File: src/rtl/core/psd_pkg.sv
// psd_pkg: widths, register codes, configuration and queue item types, and the
// saturating add shared by the speed drive regulator. No dependencies.
package psd_pkg;

  localparam int CNT_W      = 16;
  localparam int ERR_W      = CNT_W + 1;
  localparam int DIFF_W     = ERR_W + 1;
  localparam int GAIN_W     = 40;
  localparam int PROD_W     = GAIN_W + DIFF_W;
  localparam int ACC_W      = 64;
  localparam int FRAC_BITS  = 32;
  localparam int WHOLE_W    = ACC_W - FRAC_BITS;
  localparam int LIM_W      = 16;
  localparam int CFG_IDX_W  = 3;
  localparam int CFG_DATA_W = 40;
  localparam int Q_DEPTH    = 4;
  localparam int Q_PTR_W    = $clog2(Q_DEPTH);

  localparam logic signed [GAIN_W-1:0] GAIN_PROP_RST  = GAIN_W'(0);
  localparam logic signed [GAIN_W-1:0] GAIN_INTEG_RST = GAIN_W'(4295);
  localparam logic signed [GAIN_W-1:0] GAIN_DERIV_RST = GAIN_W'(42950);
  localparam logic [LIM_W-1:0]         SLOW_LIMIT_RST = LIM_W'(450);
  localparam logic [LIM_W-1:0]         FAST_LIMIT_RST = LIM_W'(75);

  localparam logic signed [ACC_W-1:0] ACC_MAX = {1'b0, {(ACC_W-1){1'b1}}};
  localparam logic signed [ACC_W-1:0] ACC_MIN = {1'b1, {(ACC_W-1){1'b0}}};

  typedef enum logic [CFG_IDX_W-1:0] {
    REG_GAIN_PROP  = 3'd0,
    REG_GAIN_INTEG = 3'd1,
    REG_GAIN_DERIV = 3'd2,
    REG_SLOW_LIMIT = 3'd3,
    REG_FAST_LIMIT = 3'd4
  } reg_idx_t;

  typedef struct packed {
    logic signed [GAIN_W-1:0] gain_prop;
    logic signed [GAIN_W-1:0] gain_integ;
    logic signed [GAIN_W-1:0] gain_deriv;
    logic [LIM_W-1:0]         slow_limit;
    logic [LIM_W-1:0]         fast_limit;
  } cfg_t;

  typedef struct packed {
    logic signed [ERR_W-1:0]  err;
    logic signed [DIFF_W-1:0] diff;
    logic                     clear;
  } item_t;

  function automatic logic signed [ACC_W-1:0] sat_add(
    input logic signed [ACC_W-1:0] a,
    input logic signed [ACC_W-1:0] b
  );
    logic signed [ACC_W:0] s;
    s = {a[ACC_W-1], a} + {b[ACC_W-1], b};
    if (s[ACC_W] != s[ACC_W-1]) begin
      return s[ACC_W] ? ACC_MIN : ACC_MAX;
    end
    return s[ACC_W-1:0];
  endfunction

endpackage

File: src/rtl/core/psd_if.sv


interface psd_cfg_if;
  logic                             valid;
  logic                             ready;
  logic [psd_pkg::CFG_IDX_W-1:0]    index;
  logic [psd_pkg::CFG_DATA_W-1:0]   data;
  modport source (output valid, index, data, input ready);
  modport sink   (input valid, index, data, output ready);
endinterface

File: src/rtl/core/psd_regs.sv
// psd_regs: gain and limit registers written over the configuration channel.
// Depends on psd_pkg and psd_if.
module psd_regs (
  input  logic            clk,
  input  logic            rst_n,
  psd_cfg_if.sink         cfg_ch,
  output psd_pkg::cfg_t   cfg
);
  import psd_pkg::*;

  cfg_t cfg_r;
  cfg_t cfg_nxt;

  assign cfg_ch.ready = 1'b1;
  assign cfg = cfg_r;

  always_comb begin
    cfg_nxt = cfg_r;
    if (cfg_ch.valid) begin
      unique case (reg_idx_t'(cfg_ch.index))
        REG_GAIN_PROP:  cfg_nxt.gain_prop  = cfg_ch.data[GAIN_W-1:0];
        REG_GAIN_INTEG: cfg_nxt.gain_integ = cfg_ch.data[GAIN_W-1:0];
        REG_GAIN_DERIV: cfg_nxt.gain_deriv = cfg_ch.data[GAIN_W-1:0];
        REG_SLOW_LIMIT: cfg_nxt.slow_limit = cfg_ch.data[LIM_W-1:0];
        REG_FAST_LIMIT: cfg_nxt.fast_limit = cfg_ch.data[LIM_W-1:0];
        default: ;
      endcase
    end
  end

  always_ff @(posedge clk) begin
    if (!rst_n) begin
      cfg_r.gain_prop  <= GAIN_PROP_RST;
      cfg_r.gain_integ <= GAIN_INTEG_RST;
      cfg_r.gain_deriv <= GAIN_DERIV_RST;
      cfg_r.slow_limit <= SLOW_LIMIT_RST;
      cfg_r.fast_limit <= FAST_LIMIT_RST;
    end else begin
      cfg_r <= cfg_nxt;
    end
  end

endmodule

File: src/flat_wrapper.sv
// flat-port wrapper written by rule: the top's interface ports become plain ports
module psd_regs_flat import psd_pkg::*;
  (clk, rst_n, cfg, cfg_ch_valid, cfg_ch_index, cfg_ch_data, cfg_ch_ready);
  psd_cfg_if cfg_ch_i ();
  input  logic clk;
  input  logic rst_n;
  output psd_pkg::cfg_t cfg;
  input wire logic [$bits(cfg_ch_i.valid)-1:0] cfg_ch_valid;
  input wire logic [$bits(cfg_ch_i.index)-1:0] cfg_ch_index;
  input wire logic [$bits(cfg_ch_i.data)-1:0] cfg_ch_data;
  output wire logic [$bits(cfg_ch_i.ready)-1:0] cfg_ch_ready;
  assign cfg_ch_i.valid = cfg_ch_valid;
  assign cfg_ch_i.index = cfg_ch_index;
  assign cfg_ch_i.data = cfg_ch_data;
  assign cfg_ch_ready = cfg_ch_i.ready;
  psd_regs u_core (.clk(clk), .rst_n(rst_n), .cfg_ch(cfg_ch_i), .cfg(cfg));
endmodule
File: config.mk
export PLATFORM = sky130hd
export DESIGN_NAME = psd_regs_flat
export DESIGN_NICKNAME = d
export VERILOG_FILES = /design/src/rtl/core/psd_pkg.sv /design/src/rtl/core/psd_if.sv /design/src/rtl/core/psd_regs.sv /design/src/flat_wrapper.sv
export SDC_FILE = /design/constraint.sdc
export NUM_CORES = 1
export LEC_CHECK = 0
export BUFFER_PORTS_ARGS = -buffer_cell sky130_fd_sc_hd__buf_2
export CORE_UTILIZATION = 50
export DETAILED_ROUTE_END_ITERATION = 6
export PLACE_DENSITY_LB_ADDON = 0.12
export SLEW_MARGIN = 30
export SYNTH_ARGS = -nofsm -noshare
export SYNTH_HDL_FRONTEND = slang
export SYNTH_SLANG_ARGS = --single-unit
File: constraint.sdc
create_clock -name clk -period 1.25 [get_ports clk]
set_input_delay 0.0625 -clock clk [delete_from_list [all_inputs] [get_ports clk]]
set_output_delay 0.0625 -clock clk [all_outputs]
set_load 0.01 [all_outputs]
==> results.toml, run 1 <==
[status]
outcome = "finished, final reports clean"

[run]
max_cap_violations = 0

[logic_synthesis]
synthesis.nets = 605
synthesis.instances = 559
ys_seq_elements = 152
syn_avg_cell_area_um2 = 10.3
syn_area_um2 = 5740
yosysWarnings = 0
synth_cell_type_count = 18
ys_seq_area_frac = 0.530

[clock_network]
numCtsBuffers = 17
cts_setup_buffers = 0
htree_levels = 4
clk_path_buf_depth = 2
path_clk_slew_ns = 0.06
cts_tree = "done"
clock-root-buffer = "clkbuf_16"
insertion_delay_ns = 0.41
clock_sinks = 152

[floorplan]
die_w_um = 109
rows = 38
initial_core_util = 0.520
core_area_um2 = 11000
die_h_um = 109
ios = 199
die_area_um2 = 11900

[placement]
gp_congestion = 0.735
io_buffers = 197
hpwlAfterDp_um = 9290
dpl_cell_area_um2 = 6920

[hold_path]
hp-class = "input pin to flip-flop"

[detailed_routing]
drc = 0
ant_nets = 0
drtPass1Iterations = 4
viasPerCell = 4.95
vias = 4657
drt_iter0_drc = 223
routedWlPerCell_um = 15.2
drt-total-wl_um = 14200

[layout]
diodes = 0
final_cell_area_um2 = 7970
largest_reg_flops = 152
ff_latch_area_um2 = 3040
area_growth_pct = 39.0
layout-drive-gt1-share = 0.311
multi_input_area_um2 = 2480
nets = 834
fill_cells = 813

[global_routing]
grt_pass1_wl_um = 22000
grt_max_degree = 91
antenna_found_initial = 0
grt_usage = 0.241
grt_pass1_vias = 4544
overflow = 0

[sta]
fin_crit_sh = 0.797
hold_viol = 0
rsz0062_at_grt = "no"
setup_tns_ns = 0
setup_violations = 0
skew_ns = 0
max_clock_freq_mhz = 1000
period_minus_slack_ns = 0.997
drv_slew = 0

[power_and_ir_drop]
p_leak_uw = 0.00408
power_density_nw_per_um2 = 1490
ir_drop_uv = 858

[worst_setup_path]
startpoint_type = "input pin"
path_class = "input pin to flip-flop"
required_ns = 1.53
critPathArrivalTime_ns = 1.28
crit_fanout = 37
endpoint_kind = "flip-flop"
-- power by group --
| part | total [uW] | switching [uW] | internal [uW] | leakage, uW |
|---|---|---|---|---|
| Sequential | 5010 | 53.5 | 4950 | 0.00123 |
| Clock | 6020 | 2020 | 4000 | 0.000331 |
| Combinational | 819 | 432 | 386 | 0.00252 |
| Total | 11800 | 2500 | 9340 | 0.00408 |
-- cell usage after synthesis (all sizes together) --
master   number  area [um^2]
and4b         1         10.0
and4bb        1         12.5
buf          18          143
clkbuf       24         90.1
conb          1         3.75
dfxtp       152         3040
mux2i       152         1520
nand2       169          634
nand4b        1         8.76
nand4bb       2         22.5
nor2b        35          219
nor4b         1         8.76
nor4bb        1         10.0
or4b          1         10.0
-- final cells by class --
type / instances / area share
Timing Repair Buffer: 252 / 0.198
Clock inverter: 11 / 0.0306
Sequential cell: 152 / 0.382
Clock buffer: 20 / 0.0560
Tap cell: 140 / 0.0220
Multi-Input combinational cell: 365 / 0.312
-- critical path, stage by stage --
cell     delay, ns
buf_2         0.10
or4b_2        0.70
buf_12        0.24
mux2i_1       0.15
-- layer usage --
layer | vias to the layer above | global-route usage | part of all wire
li1 | 2295 | - | -
met3 | 31 | 0.0729 | 0.063
met5 | - | 0 | 0
met2 | 152 | 0.403 | 0.48
met4 | 0 | 0.108 | 0.023
met1 | 2179 | 0.283 | 0.43
-- metrics by stage --
stage	hold slack [ns]	instances	setup WS [ns]	util	total power (uW)
6_report	0.0268	940	0.253	0.723	11800
5_1_grt	0.0393	940	0.230	0.723	12200
4_1_cts	0.0182	940	0.261	0.723	11900
3_5_place_dp	0.342	873	-0.155	0.627	5840
3_3_place_gp	0.327	873	-0.147	0.627	5820
2_1_floorplan	0.205	559	0.115	-	5530
-- cells by family (layout without fill, tap and decap cells) --
logic type / Yosys count / count (layout) / synth area share
buf+inv: 42 / 283 / 0.0406
flops: 152 / 152 / 0.530
mux: 152 / 152 / 0.265
simple gates: 212 / 212 / 0.163
other cells: 1 / 1 / 0.000654
-- layout by cell type, fill, tap and decap left out --
master         synthesis  routed
dfxtp_1              152     152
clkbuf_1              24       2
buf_12                 3       7
nor2b_1               35      35
mux2i_1              152     152
nand4b_1               1       1
and4b_1                1       1
clkbuf_16              0      17
inv_6                  0       1
clkbuf_8               0       1
bufinv_16              0       7
buf_4                  1      13
dlygate4sd3_1          0      36
nand2_1              169     169
nor4bb_2               0       1
nor4b_1                1       1
and4bb_2               1       1
nand4bb_1              2       1
conb_1                 1       1
nand4bb_4              0       1
buf_2                 12     196
clkinvlp_4             0       1
or4b_2                 0       1
clkinv_4               0       2
-- final timing paths --
| path | startpoint | to | slack (ns) | cells past startpoint |
|---|---|---|---|---|
| hold reg to reg | u_core.cfg[147] | u_core.cfg[147] | 0.46 | 2 |
| setup reg to reg | u_core.cfg[47] | u_core.cfg[47] | 0.58 | 2 |
| setup / recovery | cfg_ch_index[0] | u_core.cfg[131] | 0.25 | 4 |
| hold / removal | cfg_ch_data[4] | u_core.cfg[4] | 0.03 | 3 |
-- what timing repair did --
action / CTS / global route
resized for setup: 0 / 0
hold buffers: 36 / 0
hold endpoints to repair: 122 / 0
No activity file was read; power rests on OpenSTA's default activity.
==> inputs of run 2 (changes only) <==
==> constraint.sdc (replaced) <==
create_clock -name clk -period 1 [get_ports clk]
set_input_delay 0.05 -clock clk [delete_from_list [all_inputs] [get_ports clk]]
set_output_delay 0.05 -clock clk [all_outputs]
set_load 0.01 [all_outputs]
==> results.toml, run 2 (synthesis gave the netlist of run 1 again) <==
[detailed_routing]
vias = 4631
routedWlPerCell_um = 15.0
drtPass1Iterations = 4
drt-total-wl_um = 14200
ant_nets = 0
drc = 0
viasPerCell = 4.88
drt_iter0_drc = 198

[global_routing]
grt_pass1_vias = 4530
grt_max_degree = 41
overflow = 0
grt_usage = 0.244
antenna_found_initial = 0
grt_pass1_wl_um = 22000

[worst_setup_path]
path_delay_family = "flip-flops"
reg2reg_from = "u_core.cfg[23]"
endpoint_kind = "output pin"
required_ns = 0.95
reg2reg_to = "u_core.cfg[23]"
rr_worst_depth = 2
worst-path-stages = 1
critPathSlowestCell = "dfxtp_1"
cp_slowest_stage_delay_ns = 0.36
path_buf_inv = 1
cp-endpoint = "cfg[131]"
critPathArrivalTime_ns = 0.91
worstPathCellList = "buf_2"
path_class = "flip-flop to output pin"
startpoint = "u_core.cfg[131]"
crit_fanout = 2
startpoint_type = "flip-flop"
r2r_slack_ns = 0.33

[clock_network]
insertion_delay_ns = 0.41
clk_path_buf_depth = 2
clock_sinks = 152
numCtsBuffers = 17
cts_tree = "done"
path_clk_slew_ns = 0.06
cts_resized = 0
htree_levels = 4
clock-root-buffer = "clkbuf_16"
cts_setup_buffers = 0

[floorplan]
ios = 199
die_w_um = 109
core_area_um2 = 11000
initial_core_util = 0.520
die_area_um2 = 11900
die_h_um = 109
rows = 38

[sta]
period_minus_slack_ns = 0.960
whs_ns = 0.0242
max_clock_freq_mhz = 1040
rsz0062_at_grt = "no"
skew_ns = 0
drv_slew = 0
hold_viol = 0
fin_crit_sh = 0.960
setup_violations = 0
setup_tns_ns = 0

[placement]
gp_congestion = 0.838
io_buffers = 197
hpwlAfterDp_um = 9800

[power_and_ir_drop]
power_density_nw_per_um2 = 1750
ir_drop_uv = 1160
p_leak_uw = 0.00411

[layout]
final_cell_mix = "buf_2, nand2_1, mux2i_1, dfxtp_1, dlygate4sd3_1"
nets = 842
layout-drive-gt1-share = 0.318
largest_reg_flops = 152
final_common_cell = "buf_2"
diodes = 0
area_growth_pct = 39.5

[hold_path]
hp-class = "input pin to flip-flop"
hold_start = "cfg_ch_data[4]"

[status]
outcome = "finished, final reports clean"

[run]
max_cap_violations = 0
[run 2: changes by cell type in the layout (fill, tap and decap cells not counted), sizes merged]
cell	previous run	this run
buf	216	224
bufinv	7	4
clkinvlp	1	3
clkbuf	20	21
inv	1	2
[run 2: cell type report]
cell class | instances | area (um^2)
repair buffers | 260 | 1680
clock inverters | 11 | 170
well taps | 140 | 175
fillers | 813 | 3030
multi-input cells | 365 | 2490
clock buffers | 21 | 450
flip-flops and latches | 152 | 3040
[run 2: worst min-delay path by stage]
stage	cells past startpoint	to	slack (ns)
floorplan	2	u_core.cfg[113]	0.19
global placement	3	u_core.cfg[113]	0.32
finish	3	u_core.cfg[76]	0.02
global route	3	u_core.cfg[117]	0.02
CTS	3	u_core.cfg[117]	0.01
detailed placement	3	u_core.cfg[113]	0.32
[run 2: repair_timing]
| action | in CTS | in global routing |
|---|---|---|
| hold buffers | 36 | 0 |
| hold endpoints to repair | 107 | 0 |
| endpoints found under the setup margin | 0 | 0 |
[run 2: stage by stage]
step | cells | cell area (um^2) | util | total power (uW) | worst slack [ns]
4_1_cts | 949 | 8000 | 0.725 | 14100 | 0.0246
6_report | 949 | 8000 | 0.725 | 14000 | 0.0404
5_1_grt | 949 | 8000 | 0.725 | 14500 | 0.00307
3_5_place_dp | 881 | 7020 | 0.637 | 7340 | -0.226
2_1_floorplan | 559 | 5750 | - | 6910 | -0.107
3_3_place_gp | 881 | 7020 | 0.637 | 7310 | -0.180
[run 2: power by group]
group / internal (uW) / total, uW / leakage [uW] / switching, uW
logic: 513 / 1060 / 0.00258 / 547
clock network: 4250 / 6710 / 0.000294 / 2450
registers: 6190 / 6260 / 0.00123 / 68.8
total: 11000 / 14000 / 0.00411 / 3070
[run 2: metal layers]
layer	vias to the layer above	GRT usage	routed length, um
met3	14	0.0777	928
met1	2169	0.281	5980
met2	139	0.420	7090
met4	0	0.0927	233
met5	-	0	0
li1	2309	-	-
