[src/rtl/core/psd_pkg.sv]
// psd_pkg: widths, register codes, configuration and queue item types, and the
// saturating add shared by the speed drive regulator. No dependencies.
package psd_pkg;

  localparam int CNT_W      = 16;
  localparam int ERR_W      = CNT_W + 1;
  localparam int DIFF_W     = ERR_W + 1;
  localparam int GAIN_W     = 40;
  localparam int PROD_W     = GAIN_W + DIFF_W;
  localparam int ACC_W      = 64;
  localparam int FRAC_BITS  = 32;
  localparam int WHOLE_W    = ACC_W - FRAC_BITS;
  localparam int LIM_W      = 16;
  localparam int CFG_IDX_W  = 3;
  localparam int CFG_DATA_W = 40;
  localparam int Q_DEPTH    = 4;
  localparam int Q_PTR_W    = $clog2(Q_DEPTH);

  localparam logic signed [GAIN_W-1:0] GAIN_PROP_RST  = GAIN_W'(0);
  localparam logic signed [GAIN_W-1:0] GAIN_INTEG_RST = GAIN_W'(4295);
  localparam logic signed [GAIN_W-1:0] GAIN_DERIV_RST = GAIN_W'(42950);
  localparam logic [LIM_W-1:0]         SLOW_LIMIT_RST = LIM_W'(450);
  localparam logic [LIM_W-1:0]         FAST_LIMIT_RST = LIM_W'(75);

  localparam logic signed [ACC_W-1:0] ACC_MAX = {1'b0, {(ACC_W-1){1'b1}}};
  localparam logic signed [ACC_W-1:0] ACC_MIN = {1'b1, {(ACC_W-1){1'b0}}};

  typedef enum logic [CFG_IDX_W-1:0] {
    REG_GAIN_PROP  = 3'd0,
    REG_GAIN_INTEG = 3'd1,
    REG_GAIN_DERIV = 3'd2,
    REG_SLOW_LIMIT = 3'd3,
    REG_FAST_LIMIT = 3'd4
  } reg_idx_t;

  typedef struct packed {
    logic signed [GAIN_W-1:0] gain_prop;
    logic signed [GAIN_W-1:0] gain_integ;
    logic signed [GAIN_W-1:0] gain_deriv;
    logic [LIM_W-1:0]         slow_limit;
    logic [LIM_W-1:0]         fast_limit;
  } cfg_t;

  typedef struct packed {
    logic signed [ERR_W-1:0]  err;
    logic signed [DIFF_W-1:0] diff;
    logic                     clear;
  } item_t;

  function automatic logic signed [ACC_W-1:0] sat_add(
    input logic signed [ACC_W-1:0] a,
    input logic signed [ACC_W-1:0] b
  );
    logic signed [ACC_W:0] s;
    s = {a[ACC_W-1], a} + {b[ACC_W-1], b};
    if (s[ACC_W] != s[ACC_W-1]) begin
      return s[ACC_W] ? ACC_MIN : ACC_MAX;
    end
    return s[ACC_W-1:0];
  endfunction

endpackage

[src/rtl/core/psd_if.sv]
// psd_if: valid/ready channel interfaces for samples, drive results and
// register writes. Depends on psd_pkg.
interface psd_in_if;
  logic                                valid;
  logic                                ready;
  logic signed [psd_pkg::CNT_W-1:0]    pulse_count;
  logic signed [psd_pkg::CNT_W-1:0]    target_count;
  logic                                clear;
  modport source (output valid, pulse_count, target_count, clear, input ready);
  modport sink   (input valid, pulse_count, target_count, clear, output ready);
endinterface


[src/rtl/core/psd_front.sv]
// psd_front: accepts samples, forms the error and its change since the last
// sample, and pushes them to the queue. Depends on psd_pkg and psd_if.
module psd_front (
  input  logic             clk,
  input  logic             rst_n,
  psd_in_if.sink           in_ch,
  input  logic             q_full,
  output logic             q_push,
  output psd_pkg::item_t   q_item
);
  import psd_pkg::*;

  logic signed [ERR_W-1:0] last_err_r;
  logic signed [ERR_W-1:0] last_err_nxt;
  logic signed [ERR_W-1:0] err;

  assign in_ch.ready = !q_full;
  assign q_push      = in_ch.valid && !q_full;

  assign err = ERR_W'(in_ch.target_count) - ERR_W'(in_ch.pulse_count);

  always_comb begin
    q_item.err   = err;
    q_item.diff  = DIFF_W'(err) - DIFF_W'(last_err_r);
    q_item.clear = in_ch.clear;
    last_err_nxt = last_err_r;
    // clear keeps the previous error
    if (q_push && !in_ch.clear) begin
      last_err_nxt = err;
    end
  end

  always_ff @(posedge clk) begin
    if (!rst_n) begin
      last_err_r <= '0;
    end else begin
      last_err_r <= last_err_nxt;
    end
  end

endmodule

[src/flat_wrapper.sv]
// flat-port wrapper written by rule: the top's interface ports become plain ports
module psd_front_flat import psd_pkg::*;
  (clk, rst_n, q_full, q_push, q_item, in_ch_valid, in_ch_pulse_count, in_ch_target_count, in_ch_clear, in_ch_ready);
  psd_in_if in_ch_i ();
  input  logic clk;
  input  logic rst_n;
  input  logic q_full;
  output logic q_push;
  output psd_pkg::item_t q_item;
  input wire logic [$bits(in_ch_i.valid)-1:0] in_ch_valid;
  input wire logic [$bits(in_ch_i.pulse_count)-1:0] in_ch_pulse_count;
  input wire logic [$bits(in_ch_i.target_count)-1:0] in_ch_target_count;
  input wire logic [$bits(in_ch_i.clear)-1:0] in_ch_clear;
  output wire logic [$bits(in_ch_i.ready)-1:0] in_ch_ready;
  assign in_ch_i.valid = in_ch_valid;
  assign in_ch_i.pulse_count = in_ch_pulse_count;
  assign in_ch_i.target_count = in_ch_target_count;
  assign in_ch_i.clear = in_ch_clear;
  assign in_ch_ready = in_ch_i.ready;
  psd_front u_core (.clk(clk), .rst_n(rst_n), .in_ch(in_ch_i), .q_full(q_full), .q_push(q_push), .q_item(q_item));
endmodule
[config.mk]
export PLATFORM = sky130hd
export DESIGN_NAME = psd_front_flat
export DESIGN_NICKNAME = d
export VERILOG_FILES = /design/src/rtl/core/psd_pkg.sv /design/src/rtl/core/psd_if.sv /design/src/rtl/core/psd_front.sv /design/src/flat_wrapper.sv
export SDC_FILE = /design/constraint.sdc
export NUM_CORES = 1
export LEC_CHECK = 0
export BUFFER_PORTS_ARGS = -buffer_cell sky130_fd_sc_hd__buf_2
export CAP_MARGIN = 20
export CORE_MARGIN = 10
export CORE_UTILIZATION = 53
export CTS_CLUSTER_SIZE = 14
export DETAILED_ROUTE_END_ITERATION = 16
export PLACE_DENSITY = 0.92
export SLEW_MARGIN = 10
export SYNTH_ARGS = -nofsm -noshare
export SYNTH_HDL_FRONTEND = slang
export SYNTH_SLANG_ARGS = --single-unit
[constraint.sdc]
create_clock -name clk -period 6.25 [get_ports clk]
set_input_delay 1.25 -clock clk [delete_from_list [all_inputs] [get_ports clk]]
set_output_delay 1.25 -clock clk [all_outputs]
set_load 0.01 [all_outputs]
==> flow_metrics.env, run 1 <==
export IMPL_rsz0062_at_grt="false"
export IMPL_drv_cap=0
export IMPL_finalCritPeriodShare_pct=94.3
export IMPL_synth_nets=417
export IMPL_grt_ovfl_total=0
export IMPL_fin_skew_ns=0
export IMPL_multi_input_area_sq_um=1950
export IMPL_yosys_most_used_dff="dfxtp_1"
export IMPL_nNetsFinal=482
export IMPL_reg_top3="u_core.last_err_r x17"
export IMPL_core_area_sq_um=4690
export IMPL_std_cell_rows=25
export IMPL_worst_pin_slew_ns=0.686
export IMPL_hold_class="reg -> reg"
export IMPL_startpoint_type="input pin"
export IMPL_io_pins=75
export IMPL_ir_worst_vdd_v=0.0000826
export IMPL_final_max_slew_viol_count=0
export IMPL_synthCells=345
export IMPL_min_period_ns=5.89
export IMPL_clock_path_buffers=2
export IMPL_fmax_ghz=0.170
export IMPL_dr_pass1_iters=5
export IMPL_cts_buffers=3
export IMPL_crit_chain="buf_2 -> ha_1 -> a21oi_1 -> a21boi_1 -> nor3_1 -> o21ai_1 -> or2_1 -> xor2_1 -> ha_1 -> a21o_1 -> a21oi_1 -> nor2b_1 -> a211oi_1 -> nor4_1 -> nand3b_1 -> buf_2"
export IMPL_worstSetupPathType="in -> out"
export IMPL_grt_pass1_vias=2582
export IMPL_grt_max_degree=25
export IMPL_drc=0
export IMPL_clkLatencyLatePin_ns=0.25
export IMPL_yosysSeqAreaShare_pct=13.3
export IMPL_dr_wl_met2_um=3290
export IMPL_postRouteAntennaNets=0
export IMPL_worst_slack_ns=0.356
export IMPL_regArea_sq_um=340
export IMPL_fin_util_pct=62.7
export IMPL_slowest_stage="a211oi_1"
export IMPL_drtIter0Drc=145
export IMPL_grt_usage_pct=16.8
export IMPL_cts_root_buf="clkbuf_8"
export IMPL_gp_congestion=0.873
export IMPL_post_cts_buffers=0
export IMPL_critPathMaxFanout=6
export IMPL_placed_cells=459
export IMPL_top_layer="met4"
export IMPL_final_setup_tns_ns=0
export IMPL_start_util_pct=54.6
export IMPL_synthesis_area_sq_um=2560
export IMPL_fillCellCount=403
export IMPL_route_vias_total=2649
export IMPL_crit_path_end_kind="primary output"
export IMPL_numPortBuffers=74
export IMPL_yosysUniqueCellTypes=53
export IMPL_grt_pass1_wl_um=11300
export IMPL_p_leak_nw=1.39
export IMPL_hpwl_um=5610
export IMPL_clkTransAtPathRegs_ns=0.06
export IMPL_clock_sinks=17
export IMPL_viasPerCell=5.72
export IMPL_status="completed"
export IMPL_die_area_sq_um=8010
export IMPL_die_x_um=89.5
export IMPL_slowest_delay_ns=0.44
export IMPL_largest_reg_flops=17
export IMPL_hold_slack_ns=0.454
export IMPL_drive_gt1_share_pct=22.0
export IMPL_totalWireLength_um=6570
export IMPL_syn2layout_area_growth_pct=14.9
export IMPL_critical_path_top_delay_family="compound AO/OA/AOI/OAI gates"
export IMPL_power_density_nw_per_um2=243
export IMPL_avgSynthCellArea_sq_um=7.42
export IMPL_path_buf_inv=2
export IMPL_synth_seq_cells=17
export IMPL_cp_data_required_time_ns=5.00
export IMPL_final_cell_mix="74 x buf_2, 42 x inv_1, 33 x nand2_1, 33 x ha_1, 23 x nor2_1"
export IMPL_synth_edff_count=0
export IMPL_cp_arrival_ns=4.64
export IMPL_wl_met3_um=387
export IMPL_antenna_cells=0
export IMPL_regMostFlops="u_core.last_err_r"
export IMPL_setup_viol=0
export IMPL_grt_antenna_before_repair=0
export IMPL_final_common_cell="buf_2"
export IMPL_cts_htree_levels=1
export IMPL_wl_met1_um=2790
export IMPL_wl_per_cell_um=14.2
export IMPL_async_reset_ff_share_pct=0
export IMPL_die_h_um=89.5
export IMPL_r2r_setup_slack_ns=5.52
export IMPL_place_ws_ns=0.302
export IMPL_hold_violations=0
export IMPL_tritoncts="done"
export IMPL_finalNonFillerCells=463
export IMPL_relSlewSlack_pct=54.2
export IMPL_yosysWarnings=0
-- per-stage QoR --
step,cell area (sq um),power [mW]
finish,2940,0.715
global route,2940,0.782
CTS,2940,0.716
detailed placement,2890,0.638
global placement,2890,0.622
floorplan,2560,0.487
-- worst register-to-register path, delay by kind of cell, from the launching register on --
| kind | cells | cell delay (ns) |
|---|---|---|
| compound gates | 2 | 0.30 |
| flops | 1 | 0.31 |
-- where the power goes --
group / internal (mW) / switching [mW]
clock: 0.0452 / 0.0341
combinational: 0.221 / 0.297
sequential: 0.114 / 0.00297
-- Yosys cell counts (all sizes together), types with 3 or more instances --
library cell | n | area (sq um)
nor2b | 5 | 31.3
xnor2 | 13 | 114
xor2 | 10 | 87.6
clkbuf | 8 | 40.0
inv | 42 | 158
nand2 | 33 | 124
nand4b | 4 | 35.0
ha | 33 | 413
mux2i | 3 | 30.0
o211ai | 8 | 60.1
o21ai | 16 | 87.6
o21a | 12 | 90.1
nand3 | 12 | 60.1
a31oi | 5 | 31.3
a21oi | 25 | 136
o21bai | 5 | 37.5
a21o | 8 | 60.1
dfxtp | 17 | 340
a211oi | 5 | 37.5
nor3 | 6 | 30.0
nor2 | 23 | 86.3
buf | 7 | 71.3
o211a | 3 | 30.0
a21boi | 7 | 52.6
nand2b | 4 | 25.0
-- worst paths after layout --
| path | startpoint | end | cells after the start |
|---|---|---|---|
| worst max-delay path | in_ch_target_count[4] | q_item[15] | 16 |
| worst min-delay path | u_core.last_err_r[8]$_SDFFE_PN0P_ | u_core.last_err_r[8]$_SDFFE_PN0P_ | 2 |
| worst max register to register | u_core.last_err_r[12]$_SDFFE_PN0P_ | u_core.last_err_r[12]$_SDFFE_PN0P_ | 2 |
| worst min register to register | u_core.last_err_r[8]$_SDFFE_PN0P_ | u_core.last_err_r[8]$_SDFFE_PN0P_ | 2 |
-- kinds of logic (layout without fill, tap and decap cells) --
family          Yosys count  after routing  share of synthesized area, %
compound gates          110            110                          30.5
xor+xnor                 23             23                          7.87
fa+ha+maj                35             35                          17.7
buf+inv                  57            121                          10.5
flops                    17             17                          13.3
mux                       3              3                          1.17
simple gates            100            100                          18.9
-- area by class of cell --
type / instances / area share [%]
clock buffer: 4 / 1.53
multi-input combinational: 271 / 66.4
sequential: 17 / 11.6
tap: 54 / 2.30
inverter: 42 / 5.36
timing repair buffer: 75 / 12.9
-- layer usage --
metal	up-vias	global-route usage (%)
met5	-	0
li1	1353	-
met1	1204	19.7
met3	8	2.37
met2	84	30.2
met4	0	5.92
-- repair_timing --
action,in CTS,in global routing
gates resized for setup,0,1
endpoints found under the hold margin,0,0
hold buffers,0,0
endpoints found under the setup margin,0,1
Power figures use the tool's default switching activity.
==> run 2, diff against run 1 <==
--- a/config.mk
+++ b/config.mk
@@ -8,10 +8,11 @@
 export BUFFER_PORTS_ARGS = -buffer_cell sky130_fd_sc_hd__buf_2
 export CAP_MARGIN = 20
 export CORE_MARGIN = 10
-export CORE_UTILIZATION = 53
+export CORE_UTILIZATION = 37
 export CTS_CLUSTER_SIZE = 14
 export DETAILED_ROUTE_END_ITERATION = 16
-export PLACE_DENSITY = 0.92
+export PLACE_DENSITY = 0.7
+export RECOVER_POWER = 25
 export SLEW_MARGIN = 10
 export SYNTH_ARGS = -nofsm -noshare
 export SYNTH_HDL_FRONTEND = slang
==> run 2 against run 1 <==
Net effect: clock skew unchanged; die area up 33%; critical endpoint is now q_item[17]; count of clock-buffer cells in the layout unchanged; largest power group unchanged.
==> flow_metrics.env, run 2 (synthesis results as in run 1) <==
export IMPL_status="completed"
export IMPL_wl_met1_um=3100
export IMPL_die_x_um=103
export IMPL_clkLatencyLatePin_ns=0.25
export IMPL_critPathMaxFanout=7
export IMPL_final_setup_tns_ns=0
export IMPL_power_density_nw_per_um2=242
export IMPL_top_layer="met4"
export IMPL_cp_arrival_ns=4.63
export IMPL_fin_skew_ns=0
export IMPL_fin_total_pwr_uw=721
export IMPL_numPortBuffers=74
export IMPL_finalCritPeriodShare_pct=94.1
export IMPL_start_util_pct=37.9
export IMPL_grt_ovfl_total=0
export IMPL_power_share_sequential_pct=16.3
export IMPL_worst_slack_ns=0.370
export IMPL_startpoint_type="input pin"
export IMPL_crit_path_end_kind="primary output"
export IMPL_std_cell_rows=30
export IMPL_dr_pass1_iters=4
export IMPL_wl_met3_um=293
export IMPL_min_period_ns=5.88
export IMPL_die_h_um=103
export IMPL_wl_per_cell_um=13.7
export IMPL_antenna_cells=0
export IMPL_cts_buffers=3
export IMPL_grt_antenna_before_repair=0
export IMPL_regMostFlops="u_core.last_err_r"
export IMPL_place_ws_ns=0.253
export IMPL_critical_path_top_delay_family="compound AO/OA/AOI/OAI gates"
export IMPL_nNetsFinal=485
export IMPL_postRouteAntennaNets=0
export IMPL_intPower_uw=383
export IMPL_worstSetupPathType="in -> out"
export IMPL_core_area_sq_um=6760
export IMPL_grt_max_degree=25
export IMPL_largest_reg_flops=17
export IMPL_route_vias_total=2592
export IMPL_clkTransAtPathRegs_ns=0.06
export IMPL_finalNonFillerCells=492
export IMPL_gp_congestion=0.842
export IMPL_die_area_sq_um=10600
export IMPL_fmax_ghz=0.170
export IMPL_ir_worst_vdd_v=0.0000735
export IMPL_p_switching_uw=338
export IMPL_final_common_cell="buf_2"
export IMPL_hpwl_um=5760
export IMPL_reg_top3="u_core.last_err_r x17"
export IMPL_placed_cells=485
export IMPL_setup_viol=0
export IMPL_swShare_pct=46.9
export IMPL_path_buf_inv=4
export IMPL_tritoncts="done"
export IMPL_cp_data_required_time_ns=5.00
export IMPL_final_max_slew_viol_count=0
export IMPL_fin_util_pct=44.2
export IMPL_hold_slack_ns=0.452
export IMPL_drtIter0Drc=103
export IMPL_rsz0062_at_grt="false"
export IMPL_p_clk_share_pct=11.2
export IMPL_grt_usage_pct=12.4
export IMPL_hold_class="reg -> reg"
export IMPL_p_leak_nw=1.39
export IMPL_clock_path_buffers=2
export IMPL_syn2layout_area_growth_pct=16.6
export IMPL_slowest_stage="fa_1"
export IMPL_worst_pin_slew_ns=0.663
export IMPL_dr_wl_met2_um=3280
export IMPL_hold_violations=0
export IMPL_fin_area_sq_um=2990
export IMPL_cts_root_buf="clkbuf_8"
export IMPL_viasPerCell=5.27
export IMPL_cts_htree_levels=1
export IMPL_grt_pass1_vias=2490
export IMPL_drive_gt1_share_pct=21.8
export IMPL_cts_hold_buf=0
export IMPL_relSlewSlack_pct=55.8
export IMPL_drv_cap=0
export IMPL_dpl_cell_area_sq_um=2930
export IMPL_final_cell_mix="72 x buf_2, 42 x inv_1, 33 x nand2_1, 33 x ha_1, 23 x nor2_1"
export IMPL_p_comb_share_pct=72.5
export IMPL_io_pins=75
export IMPL_grt_pass1_wl_um=11100
export IMPL_slowest_delay_ns=0.42
export IMPL_drc=0
export IMPL_totalWireLength_um=6740
export IMPL_clock_sinks=17
export IMPL_crit_chain="buf_2 -> inv_1 -> ha_1 -> inv_1 -> fa_1 -> a211oi_2 -> o21ai_1 -> a21oi_2 -> o21ai_2 -> a31oi_1 -> xnor2_1 -> ha_1 -> a21o_1 -> a2111oi_0 -> o21bai_1 -> xor2_1 -> buf_2"
==> run 2: final timing paths <==
kind                                     start                                end  slack, ns  depth (start not counted)
max reg2reg  u_core.last_err_r[5]$_SDFFE_PN0P_  u_core.last_err_r[5]$_SDFFE_PN0P_       5.48                          2
min          u_core.last_err_r[8]$_SDFFE_PN0P_  u_core.last_err_r[8]$_SDFFE_PN0P_       0.45                          2
max                      in_ch_target_count[0]                         q_item[17]       0.37                         17
min reg2reg  u_core.last_err_r[8]$_SDFFE_PN0P_  u_core.last_err_r[8]$_SDFFE_PN0P_       0.45                          2
==> run 2: power by group through the flow <==
stage          Clock, mW  Combinational, mW  Sequential (mW)
2_1_floorplan          0              0.368            0.119
3_3_place_gp           0              0.514            0.119
3_5_place_dp           0              0.524            0.120
4_1_cts           0.0830              0.525            0.117
5_1_grt           0.0853              0.581            0.118
6_report          0.0808              0.523            0.117
==> run 2: routing by layer <==
metal	vias up	track usage, %
met5	-	0
met4	0	3.32
met3	5	2.06
met2	58	21.7
met1	1170	15.4
li1	1359	-
==> run 2: area by class of cell <==
class / count / area (sq um)
clock buffer: 4 / 45.0
sequential: 17 / 340
multi-input combinational: 271 / 1950
fill: 697 / 3770
inverter: 42 / 158
timing repair buffer: 78 / 394
tap: 80 / 100
==> run 2: what timing repair did <==
item,in CTS,in global routing
resized for setup,0,1
endpoints found under the setup margin,0,1
hold endpoints to repair,0,0
setup buffers,0,3
==> run 2: tightest hold or removal path: stages, from the launching register on <==
cell and delay (ns):
dfxtp_1 0.31, nand3_1 0.06, nand2_1 0.04
