===== src/rtl/core/psd_pkg.sv =====
// psd_pkg: widths, register codes, configuration and queue item types, and the
// saturating add shared by the speed drive regulator. No dependencies.
package psd_pkg;

  localparam int CNT_W      = 16;
  localparam int ERR_W      = CNT_W + 1;
  localparam int DIFF_W     = ERR_W + 1;
  localparam int GAIN_W     = 40;
  localparam int PROD_W     = GAIN_W + DIFF_W;
  localparam int ACC_W      = 64;
  localparam int FRAC_BITS  = 32;
  localparam int WHOLE_W    = ACC_W - FRAC_BITS;
  localparam int LIM_W      = 16;
  localparam int CFG_IDX_W  = 3;
  localparam int CFG_DATA_W = 40;
  localparam int Q_DEPTH    = 4;
  localparam int Q_PTR_W    = $clog2(Q_DEPTH);

  localparam logic signed [GAIN_W-1:0] GAIN_PROP_RST  = GAIN_W'(0);
  localparam logic signed [GAIN_W-1:0] GAIN_INTEG_RST = GAIN_W'(4295);
  localparam logic signed [GAIN_W-1:0] GAIN_DERIV_RST = GAIN_W'(42950);
  localparam logic [LIM_W-1:0]         SLOW_LIMIT_RST = LIM_W'(450);
  localparam logic [LIM_W-1:0]         FAST_LIMIT_RST = LIM_W'(75);

  localparam logic signed [ACC_W-1:0] ACC_MAX = {1'b0, {(ACC_W-1){1'b1}}};
  localparam logic signed [ACC_W-1:0] ACC_MIN = {1'b1, {(ACC_W-1){1'b0}}};

  typedef enum logic [CFG_IDX_W-1:0] {
    REG_GAIN_PROP  = 3'd0,
    REG_GAIN_INTEG = 3'd1,
    REG_GAIN_DERIV = 3'd2,
    REG_SLOW_LIMIT = 3'd3,
    REG_FAST_LIMIT = 3'd4
  } reg_idx_t;

  typedef struct packed {
    logic signed [GAIN_W-1:0] gain_prop;
    logic signed [GAIN_W-1:0] gain_integ;
    logic signed [GAIN_W-1:0] gain_deriv;
    logic [LIM_W-1:0]         slow_limit;
    logic [LIM_W-1:0]         fast_limit;
  } cfg_t;

  typedef struct packed {
    logic signed [ERR_W-1:0]  err;
    logic signed [DIFF_W-1:0] diff;
    logic                     clear;
  } item_t;

  function automatic logic signed [ACC_W-1:0] sat_add(
    input logic signed [ACC_W-1:0] a,
    input logic signed [ACC_W-1:0] b
  );
    logic signed [ACC_W:0] s;
    s = {a[ACC_W-1], a} + {b[ACC_W-1], b};
    if (s[ACC_W] != s[ACC_W-1]) begin
      return s[ACC_W] ? ACC_MIN : ACC_MAX;
    end
    return s[ACC_W-1:0];
  endfunction

endpackage


===== src/rtl/core/psd_queue.sv =====
// psd_queue: short FIFO between front and back. Depends on psd_pkg.
module psd_queue (
  input  logic             clk,
  input  logic             rst_n,
  input  logic             push,
  input  psd_pkg::item_t   push_item,
  output logic             full,
  input  logic             pop,
  output psd_pkg::item_t   pop_item,
  output logic             empty
);
  import psd_pkg::*;

  item_t              mem [Q_DEPTH];
  logic [Q_PTR_W-1:0] wr_ptr_r;
  logic [Q_PTR_W-1:0] wr_ptr_nxt;
  logic [Q_PTR_W-1:0] rd_ptr_r;
  logic [Q_PTR_W-1:0] rd_ptr_nxt;
  logic [Q_PTR_W:0]   count_r;
  logic [Q_PTR_W:0]   count_nxt;

  assign full     = (count_r == (Q_PTR_W+1)'(Q_DEPTH));
  assign empty    = (count_r == '0);
  assign pop_item = mem[rd_ptr_r];

  always_comb begin
    wr_ptr_nxt = push ? wr_ptr_r + 1'b1 : wr_ptr_r;
    rd_ptr_nxt = pop ? rd_ptr_r + 1'b1 : rd_ptr_r;
    count_nxt  = count_r;
    if (push && !pop) begin
      count_nxt = count_r + 1'b1;
    end else if (pop && !push) begin
      count_nxt = count_r - 1'b1;
    end
  end

  always_ff @(posedge clk) begin
    if (push) begin
      mem[wr_ptr_r] <= push_item;
    end
  end

  always_ff @(posedge clk) begin
    if (!rst_n) begin
      wr_ptr_r <= '0;
      rd_ptr_r <= '0;
      count_r  <= '0;
    end else begin
      wr_ptr_r <= wr_ptr_nxt;
      rd_ptr_r <= rd_ptr_nxt;
      count_r  <= count_nxt;
    end
  end

endmodule


===== config.mk =====
export PLATFORM = sky130hd
export DESIGN_NAME = psd_queue
export DESIGN_NICKNAME = d
export VERILOG_FILES = /design/src/rtl/core/psd_pkg.sv /design/src/rtl/core/psd_queue.sv
export SDC_FILE = /design/constraint.sdc
export NUM_CORES = 1
export LEC_CHECK = 0
export BUFFER_PORTS_ARGS = -buffer_cell sky130_fd_sc_hd__buf_4
export CAP_MARGIN = 20
export CELL_PAD_IN_SITES_DETAIL_PLACEMENT = 1
export CELL_PAD_IN_SITES_GLOBAL_PLACEMENT = 2
export CORE_UTILIZATION = 35
export CTS_CLUSTER_DIAMETER = 150
export DETAILED_ROUTE_END_ITERATION = 16
export HOLD_SLACK_MARGIN = 0.06
export PLACE_DENSITY_LB_ADDON = 0.25
export SLEW_MARGIN = 25
export SYNTH_ARGS = -nofsm -noshare
export SYNTH_HDL_FRONTEND = slang
export SYNTH_SLANG_ARGS = --single-unit

===== constraint.sdc =====
create_clock -name clk -period 2.8 [get_ports clk]
set_input_delay 0.14 -clock clk [delete_from_list [all_inputs] [get_ports clk]]
set_output_delay 0.14 -clock clk [all_outputs]
set_load 0.01 [all_outputs]

==> results_dict.tcl, run 1 <==
set metrics [dict create \
    ctsRootBufferMaster "clkbuf_16" \
    run_status "finished, final reports clean" \
    layout-drive-gt1-share 0.3947 \
    initial_antenna_violation_count 0 \
    routed-via-count 2755 \
    grt_util_all_layers 0.1445 \
    synth-seq-area-share 0.7910 \
    tritoncts.num_buffers 17 \
    max_freq_mhz 433.0 \
    timing.reg2reg.worst_path_depth 4 \
    std_cell_rows 46 \
    hold_class "input pin to register" \
    arrival_ns 2.17 \
    antenna_left 0 \
    grt_first_pass_wirelength_um 16840 \
    setup-tns-final_ns 0 \
    timing.final.crit_period_ns 2.309 \
    first_global_vias 3056 \
    leading_cell_types_in_the_layout_fill_and_taps_excluded "edfxtp_1 (144), buf_4 (83), dlygate4sd3_1 (39)" \
    netlist-cell-type-count 22 \
    io_pins 78 \
    synth_edf_count 144 \
    cts_buffer_depth 2 \
    fin_crit_sh 0.8248 \
    worst_slew_pin_slew_ns 0.5371 \
    startpoint_type "register" \
    worst_setup_path_end_kind "primary output" \
    layoutNonFillerInstCount 596 \
    rel_slew_slack 0.6420 \
    final-hold-violation-count 0 \
    synth_top_cell_area_share 0.7594 \
    share_of_flip_flops_with_an_asynchronous_set_or_reset_after_synthesis 0 \
    viasPerCell 4.622 \
    ff2ff_setup_slack_ns 1.12 \
    areaGrowthSynthToFinish_pct 31.93 \
    floorplan.die.width_um 129.6 \
    drv.max_cap_violation_count 0 \
    crit_path_max_fanout 14 \
    ir_drop_v 0.0004154 \
    initial_utilization 0.3585 \
    globalRouteOverflowTotal 0 \
    final-setup-viol-count 0 \
    finClkSkew_ns 0.006255 \
    gp_congestion 0.6554 \
    dp.cells 525 \
    worst_setup_hold_path_clk_slew_ns 0.06 \
    regToRegStartpoint "wr_ptr_r[0]" \
    netlist.top_cell.by_area "edfxtp_1" \
    route.detailed.drc 0 \
    syn_avg_cell_area_um2 24.65 \
    postLayoutCellArea_um2 7512 \
    worst_skew_pair.late_latency_ns 0.42 \
    count_of_final_max_slew_check_failures 0 \
    required_ns 2.66 \
    synth-warning-count 0 \
    detailedPlacementHpwl_um 6615 \
    power.leakage_nw 2.612 \
    total_power_mw 5.436 \
    yosys_register_bits 153 \
    synth.cell_area_um2 5694 \
    rsz_0062_raised_after_global_routing "false" \
    synth.net_count 277 \
    grt_start_max_net_pins 23 \
    io_buffers 77 \
    utilization 0.4729 \
    drtPass1Iterations 4 \
    layout.nets 413 \
    floorplan.die_area_um2 16780 \
    die_h_um 129.6 \
    tritoncts_clock_tree "built" \
    wire_per_inst_um 18.43 \
    cts_sinks 153 \
    power_density_relative_to_cell_area_nw_per_um2 723.6 \
    timing.rr.end "mem[2][10]" \
    cts_htree_levels 4 \
    setup.worst_path.end "pop_item[22]" \
    post_synth_main_area_contributors "edfxtp_1 (76%), mux4_2 (12%), dfxtp_1 (3.2%)" \
    routed_wirelength_um 10980 \
    layout_commonest_cell "edfxtp_1" \
    first_iter_violations 116 \
    synth_flop_cell "edfxtp_1" \
    synthesis.instances 231 \
    floorplan.core_area_um2 15890 \
    num_antenna_cells 0 \
    setup.worst_path.class "register to primary output" \
    place_area_um2 6564 \
]
## sequential cells by signal, summed over array words and instances (netlist names), named ones only
name      flops
count_r       3
mem         144
wr_ptr_r      2
rd_ptr_r      2
## synth_stat cells, types with 2 or more instances
cell      count
dfxtp_1       9
mux4_2       30
buf_12        3
mux4_1        6
xor2_1        3
mux2i_1       2
and2_1        9
inv_1         4
xnor2_1       2
ha_1          5
nor2b_1       2
edfxtp_1    144
buf_2         3
## worst max-delay path, cell delays in order, from the launching register on
cell	delay, ns
dfxtp_2	0.58
buf_4	0.39
mux4_1	0.61
buf_4	0.16
## what timing repair did
| action | in CTS | in global routing |
|---|---|---|
| hold buffers | 39 | 0 |
| setup buffers | 0 | 0 |
| hold endpoints to repair | 153 | 0 |
| resized for setup | 0 | 0 |
## worst min-delay path by stage
stage | startpoint | endpoint | slack [ns] | cells after the start
2_1_floorplan | push_item[0] | mem[0][0] | 0.24 | 0
3_3_place_gp | push_item[32] | mem[0][32] | 0.34 | 1
3_5_place_dp | push_item[32] | mem[2][32] | 0.34 | 1
4_1_cts | pop | rd_ptr_r[0] | 0.07 | 3
5_1_grt | pop | rd_ptr_r[0] | 0.1 | 3
6_report | pop | rd_ptr_r[0] | 0.09 | 3
## area by class of cell
type | instances | area [um2]
timing repair buffer | 125 | 1074
sequential | 153 | 4507
clock buffer | 17 | 425.4
tap | 216 | 270.3
inverter | 4 | 15.01
multi-input combinational | 66 | 1089
fill | 1506 | 8373
clock inverter | 15 | 132.6
## power breakdown
group	leakage, nW	internal (mW)	switching [mW]
clock	0.273	1.29	0.866
combinational	0.941	0.336	0.265
sequential	1.40	2.62	0.0507
total	2.61	4.25	1.18
## stage by stage
stage	worst slack [ns]	hold WS, ns
after floorplan	0.9839	0.2389
after global placement	0.9073	0.3398
after detailed placement	0.8771	0.3433
after CTS	0.4222	0.06799
after global routing	0.3369	0.09601
final	0.4906	0.08753
## cell families after synthesis
| kind of cell | synth area share |
|---|---|
| XOR/XNOR | 0.007692 |
| AO/OA/AOI/OAI | 0.002197 |
| flip-flops | 0.7910 |
| multiplexers | 0.1499 |
| buffers and inverters | 0.01868 |
| adder cells (fa/ha/maj) | 0.01450 |
| AND/OR/NAND/NOR | 0.01604 |
## per-layer routing
| metal | vias up | global-route usage | share of wire |
|---|---|---|---|
| met5 | - | 0 | 0 |
| met4 | 0 | 0.06156 | 0.016 |
| met3 | 18 | 0.04294 | 0.035 |
| met2 | 56 | 0.2448 | 0.52 |
| met1 | 1442 | 0.1719 | 0.43 |
| li1 | 1239 | - | - |
No activity file was read; power rests on OpenSTA's default activity.
==> inputs of run 2 (changes only) <==
clock period = 2 ns   (was 2.8 ns; I/O delays follow)
==> results_dict.tcl, run 2 (synthesis gave the netlist of run 1 again) <==
set metrics [dict create \
    std_cell_rows 46 \
    cts_buffer_depth 2 \
    first_iter_violations 99 \
    initial_utilization 0.3585 \
    arrival_ns 1.81 \
    antenna_left 0 \
    route.detailed.drc 0 \
    max_freq_mhz 523.5 \
    cts_sinks 153 \
    min_path_cells 2 \
    detailedPlacementHpwl_um 6098 \
    rsz_0062_raised_after_global_routing "true" \
    die_h_um 129.6 \
    ir_drop_v 0.0005758 \
    grt_first_pass_wirelength_um 16390 \
    final-setup-viol-count 0 \
    wire_per_inst_um 17.54 \
    floorplan.die_area_um2 16780 \
    grt_start_max_net_pins 37 \
    io_pins 78 \
    worst_setup_hold_path_clk_slew_ns 0.06 \
    fin_crit_sh 0.9551 \
    power_density_relative_to_cell_area_nw_per_um2 1005 \
    tritoncts_clock_tree "built" \
    final-hold-violation-count 0 \
    setup.worst_path.class "register to primary output" \
    hold_slack_ns 0.4264 \
    count_of_final_max_slew_check_failures 0 \
    cts_htree_levels 4 \
    timing.reg2reg.worst_path_depth 3 \
    layout-drive-gt1-share 0.3868 \
    initial_antenna_violation_count 0 \
    required_ns 1.90 \
    first_global_vias 3019 \
    cp_cell_sequence "buf_4 > mux4_1 > buf_4" \
    crit_path_max_fanout 10 \
    largest_register_ff_count 144 \
    ctsRootBufferMaster "clkbuf_16" \
    tritoncts.num_buffers 17 \
    path_delay_family "multiplexers" \
    drv.max_cap_violation_count 0 \
    layout_commonest_cell "edfxtp_1" \
    gp_congestion 0.6683 \
    viasPerCell 4.570 \
    worstPathBufferInverterCount 2 \
    floorplan.core_area_um2 15890 \
    slowest_stage_cell_on_the_critical_path "mux4_1" \
    timing.final.crit_period_ns 1.910 \
    run_status "finished, final reports clean" \
    routed_wirelength_um 10450 \
    drtPass1Iterations 6 \
    finClkSkew_ns 0.005178 \
    io_buffers 77 \
    routed-via-count 2724 \
    areaGrowthSynthToFinish_pct 31.33 \
    worst_slew_pin_slew_ns 0.5702 \
    num_antenna_cells 0 \
    floorplan.die.width_um 129.6 \
    rel_slew_slack 0.6199 \
    largest_registers "mem: 144 flops, count_r: 3 flops" \
    globalRouteOverflowTotal 0 \
    layout.nets 414 \
    critical_path_cell_count 3 \
    worst_setup_path_end_kind "primary output" \
    leading_cell_types_in_the_layout_fill_and_taps_excluded "edfxtp_1 (144), buf_4 (85), dlygate4sd3_1 (40)" \
    setup-tns-final_ns 0 \
    timing.critical_path.slowest_cell_delay_ns 0.64 \
    hold_class "input pin to register" \
    critical_path.most_common_cell "buf_4" \
    power.leakage_nw 2.607 \
    worst_skew_pair.late_latency_ns 0.41 \
    regMostFlops "mem" \
    startpoint_type "register" \
    grt_util_all_layers 0.1392 \
    fillers 1517 \
]
[run 2: changes by cell type in the layout (fill, tap and decap cells not counted), moves of 2 or more]
cell,change
and2_2,-2
and2_4,+2
buf_12,-3
buf_4,+2
clkbuf_1,+2
clkinvlp_4,-2
inv_6,-2
[run 2: through the flow]
stage                 util  instance area (um2)  cells  power, mW  setup slack (ns)
global placement    0.4108                 6526    525      4.581            0.1796
global route        0.4708                 7478    596      7.827         -0.005278
floorplan                -                 5694    231      4.223            0.1839
detailed placement  0.4108                 6526    525      4.596            0.1202
CTS                 0.4704                 7472    596      7.637           0.03094
finish              0.4708                 7478    596      7.518           0.08975
[run 2: metal layers]
| metal | part of all wire | GRT usage | vias up |
|---|---|---|---|
| li1 | - | - | 1235 |
| met2 | 0.53 | 0.2337 | 57 |
| met5 | 0 | 0 | - |
| met3 | 0.040 | 0.04459 | 14 |
| met4 | 0.016 | 0.06361 | 0 |
| met1 | 0.41 | 0.1638 | 1418 |
[run 2: final cells by class]
cell class                 count  area [um2]  share of cell area
clock inverter                12       108.9             0.01456
tap                          216       270.3             0.03614
timing repair buffer         126        1054              0.1409
sequential                   153        4507              0.6026
clock buffer                  19       432.9             0.05789
inverter                       4       15.01            0.002008
multi-input combinational     66        1091              0.1459
[run 2: final timing paths]
path,slack (ns),from,to
setup / recovery,0.09,register,pop_item[34]
hold / removal,0.43,push_item[21],mem[3][21]
setup reg to reg,0.48,wr_ptr_r[0],mem[0][15]
hold reg to reg,0.51,count_r[2],count_r[2]
[run 2: power by group]
part	internal, mW	leakage [nW]	switching, mW
clock network	1.80	0.270	1.15
logic	0.466	0.940	0.382
registers	3.68	1.40	0.0495
[run 2: repair_timing]
action,4_1_cts,5_1_grt
gates resized for setup,1,1
endpoints found under the hold margin,153,0
hold buffers,40,0
buffers inserted,0,0
gates cloned,0,0
endpoints found under the setup margin,2,1
==> inputs of run 3 (changes only) <==
--- a/config.mk
+++ b/config.mk
@@ -11,2 +11,3 @@
 export CELL_PAD_IN_SITES_GLOBAL_PLACEMENT = 2
+export CORE_MARGIN = 3
 export CORE_UTILIZATION = 35
==> constraint.sdc (replaced) <==
create_clock -name clk -period 2 [get_ports clk]
set_input_delay 0 -clock clk [delete_from_list [all_inputs] [get_ports clk]]
set_output_delay 0 -clock clk [all_outputs]
set_load 0.01 [all_outputs]
==> results_dict.tcl, run 3 (synthesis gave the netlist of run 1 again) <==
set metrics [dict create \
    timing.reg2reg.worst_path_depth 3 \
    gp_congestion 0.6413 \
    cp_cell_sequence "buf_12 > mux4_1 > buf_4" \
    num_antenna_cells 0 \
    dp.cells 517 \
    io_pins 78 \
    initial_utilization 0.3664 \
    ctsHoldBuffers 40 \
    timing.critical_path.slowest_cell_delay_ns 0.63 \
    globalRouteOverflowTotal 0 \
    final-setup-viol-count 0 \
    io_buffers 77 \
    setup.worst_path.class "register to primary output" \
    timing.final.crit_period_ns 1.844 \
    grt_util_all_layers 0.1261 \
    final-hold-violation-count 0 \
    floorplan.core_area_um2 15540 \
    worst_setup_hold_path_clk_slew_ns 0.06 \
    wire_per_inst_um 17.73 \
    run_status "finished, final reports clean" \
    startpoint_type "register" \
    cts_buffer_depth 2 \
    worstPathBufferInverterCount 2 \
    cts.repair_timing.setup_buffer_count 0 \
    timing.hold.worst_endpoint "mem[2][10]" \
    power.leakage_nw 2.604 \
    timing.rr.end "mem[0][27]" \
    layoutNonFillerInstCount 589 \
    areaGrowthSynthToFinish_pct 31.60 \
    worst_skew_pair.late_latency_ns 0.41 \
    timing.final.ws_setup_ns 0.1557 \
    layout_commonest_cell "edfxtp_1" \
    rel_slew_slack 0.3390 \
    antenna_left 0 \
    layout.nets 411 \
    worst_setup_slack_before_clock_tree_synthesis_ns 0.1665 \
    ctsResizeCount 0 \
    arrival_ns 1.84 \
    layout-drive-gt1-share 0.3783 \
    drv.max_cap_violation_count 0 \
    cts_htree_levels 4 \
    fin_crit_sh 0.9222 \
    rsz_0062_raised_after_global_routing "false" \
    tritoncts_clock_tree "built" \
    routed_wirelength_um 10440 \
    setup-tns-final_ns 0 \
    slowest_stage_cell_on_the_critical_path "mux4_1" \
    std_cell_rows 45 \
    initial_antenna_violation_count 0 \
    largest_register_ff_count 144 \
    min_path_cells 2 \
    worst_slew_pin_slew_ns 0.9916 \
    ff2ff_setup_slack_ns 0.24 \
    utilization 0.4822 \
    floorplan.die_area_um2 17840 \
    power_density_relative_to_cell_area_nw_per_um2 1022 \
    detailedPlacementHpwl_um 5921 \
    grt_first_pass_wirelength_um 16580 \
    cts_sinks 153 \
    viasPerCell 4.559 \
    grt_start_max_net_pins 37 \
    hold_class "input pin to register" \
    routed-via-count 2685 \
    ctsRootBufferMaster "clkbuf_16" \
    largest_registers "mem: 144 flops, count_r: 3 flops" \
    crit_path_max_fanout 36 \
    leading_cell_types_in_the_layout_fill_and_taps_excluded "edfxtp_1 (144), buf_4 (81), dlygate4sd3_1 (40)" \
    max_freq_mhz 542.2 \
    path_delay_family "multiplexers" \
    tritoncts.num_buffers 17 \
    floorplan.die.width_um 133.6 \
    drtPass1Iterations 4 \
    route.detailed.drc 0 \
    regMostFlops "mem" \
    ir_drop_v 0.0005610 \
    finClkSkew_ns 0.005197 \
    first_iter_violations 115 \
    regToRegStartpoint "wr_ptr_r[0]" \
    die_h_um 133.6 \
    required_ns 2.00 \
    count_of_final_max_slew_check_failures 0 \
    worst_setup_path_end_kind "primary output" \
    first_global_vias 2986 \
    hold_path.startpoint "push_item[10]" \
]
-- run 3: changes by cell type in the layout (fill, tap and decap cells not counted) --
cell,before,now
and2_2,2,3
and2_4,2,1
buf_12,0,2
buf_4,85,81
buf_8,1,0
bufinv_16,2,3
clkbuf_1,2,4
clkinv_2,5,3
-- run 3: metal layers --
| layer | GRT usage | wire length (um) | vias to the layer above |
|---|---|---|---|
| met4 | 0.05143 | 110 | 0 |
| li1 | - | - | 1236 |
| met5 | 0 | 0 | - |
| met3 | 0.04230 | 479 | 9 |
| met2 | 0.2082 | 5388 | 67 |
| met1 | 0.1529 | 4461 | 1373 |
-- run 3: how the worst max path moves through the flow --
| stage | startpoint | to | slack [ns] | depth (start not counted) |
|---|---|---|---|---|
| 3_5_place_dp | wr_ptr_r[0] | mem[2][25] | 0.17 | 3 |
| 6_report | register | pop_item[31] | 0.16 | 3 |
| 5_1_grt | register | pop_item[35] | 0.05 | 3 |
| 4_1_cts | register | pop_item[35] | 0.1 | 3 |
| 3_3_place_gp | wr_ptr_r[0] | mem[2][24] | 0.18 | 3 |
| 2_1_floorplan | wr_ptr_r[0] | mem[2][0] | 0.18 | 3 |
-- run 3: where the power goes --
part / leakage (nW) / switching (mW) / internal [mW]
Combinational: 0.927 / 0.386 / 0.464
Clock: 0.279 / 1.15 / 1.94
Sequential: 1.40 / 0.0475 / 3.68
Total: 2.60 / 1.58 / 6.08
-- run 3: area by class of cell --
type                       count  area, um2
multi-input combinational     66       1090
fill                        1465       8046
clock inverter                11      128.9
inverter                       4      15.01
tap                          211      264.0
timing repair buffer         123       1049
sequential                   153       4507
clock buffer                  21      440.4
-- run 3: through the flow --
stage / total power [mW] / hold WS [ns] / instance area (um2)
after floorplan: 4.223 / 0.09887 / 5694
after global placement: 4.582 / 0.2002 / 6523
after detailed placement: 4.599 / 0.2031 / 6523
after CTS: 7.775 / 0.2967 / 7492
after global routing: 7.987 / 0.3193 / 7493
final: 7.658 / 0.3215 / 7493
-- run 3: worst register-to-register path: cells and delay by family, from the launching register on --
family        cells  cell delay [ns]
fa+ha+maj         1             0.13
buf+inv           1             0.09
flops             1             0.34
simple gates      1             0.80
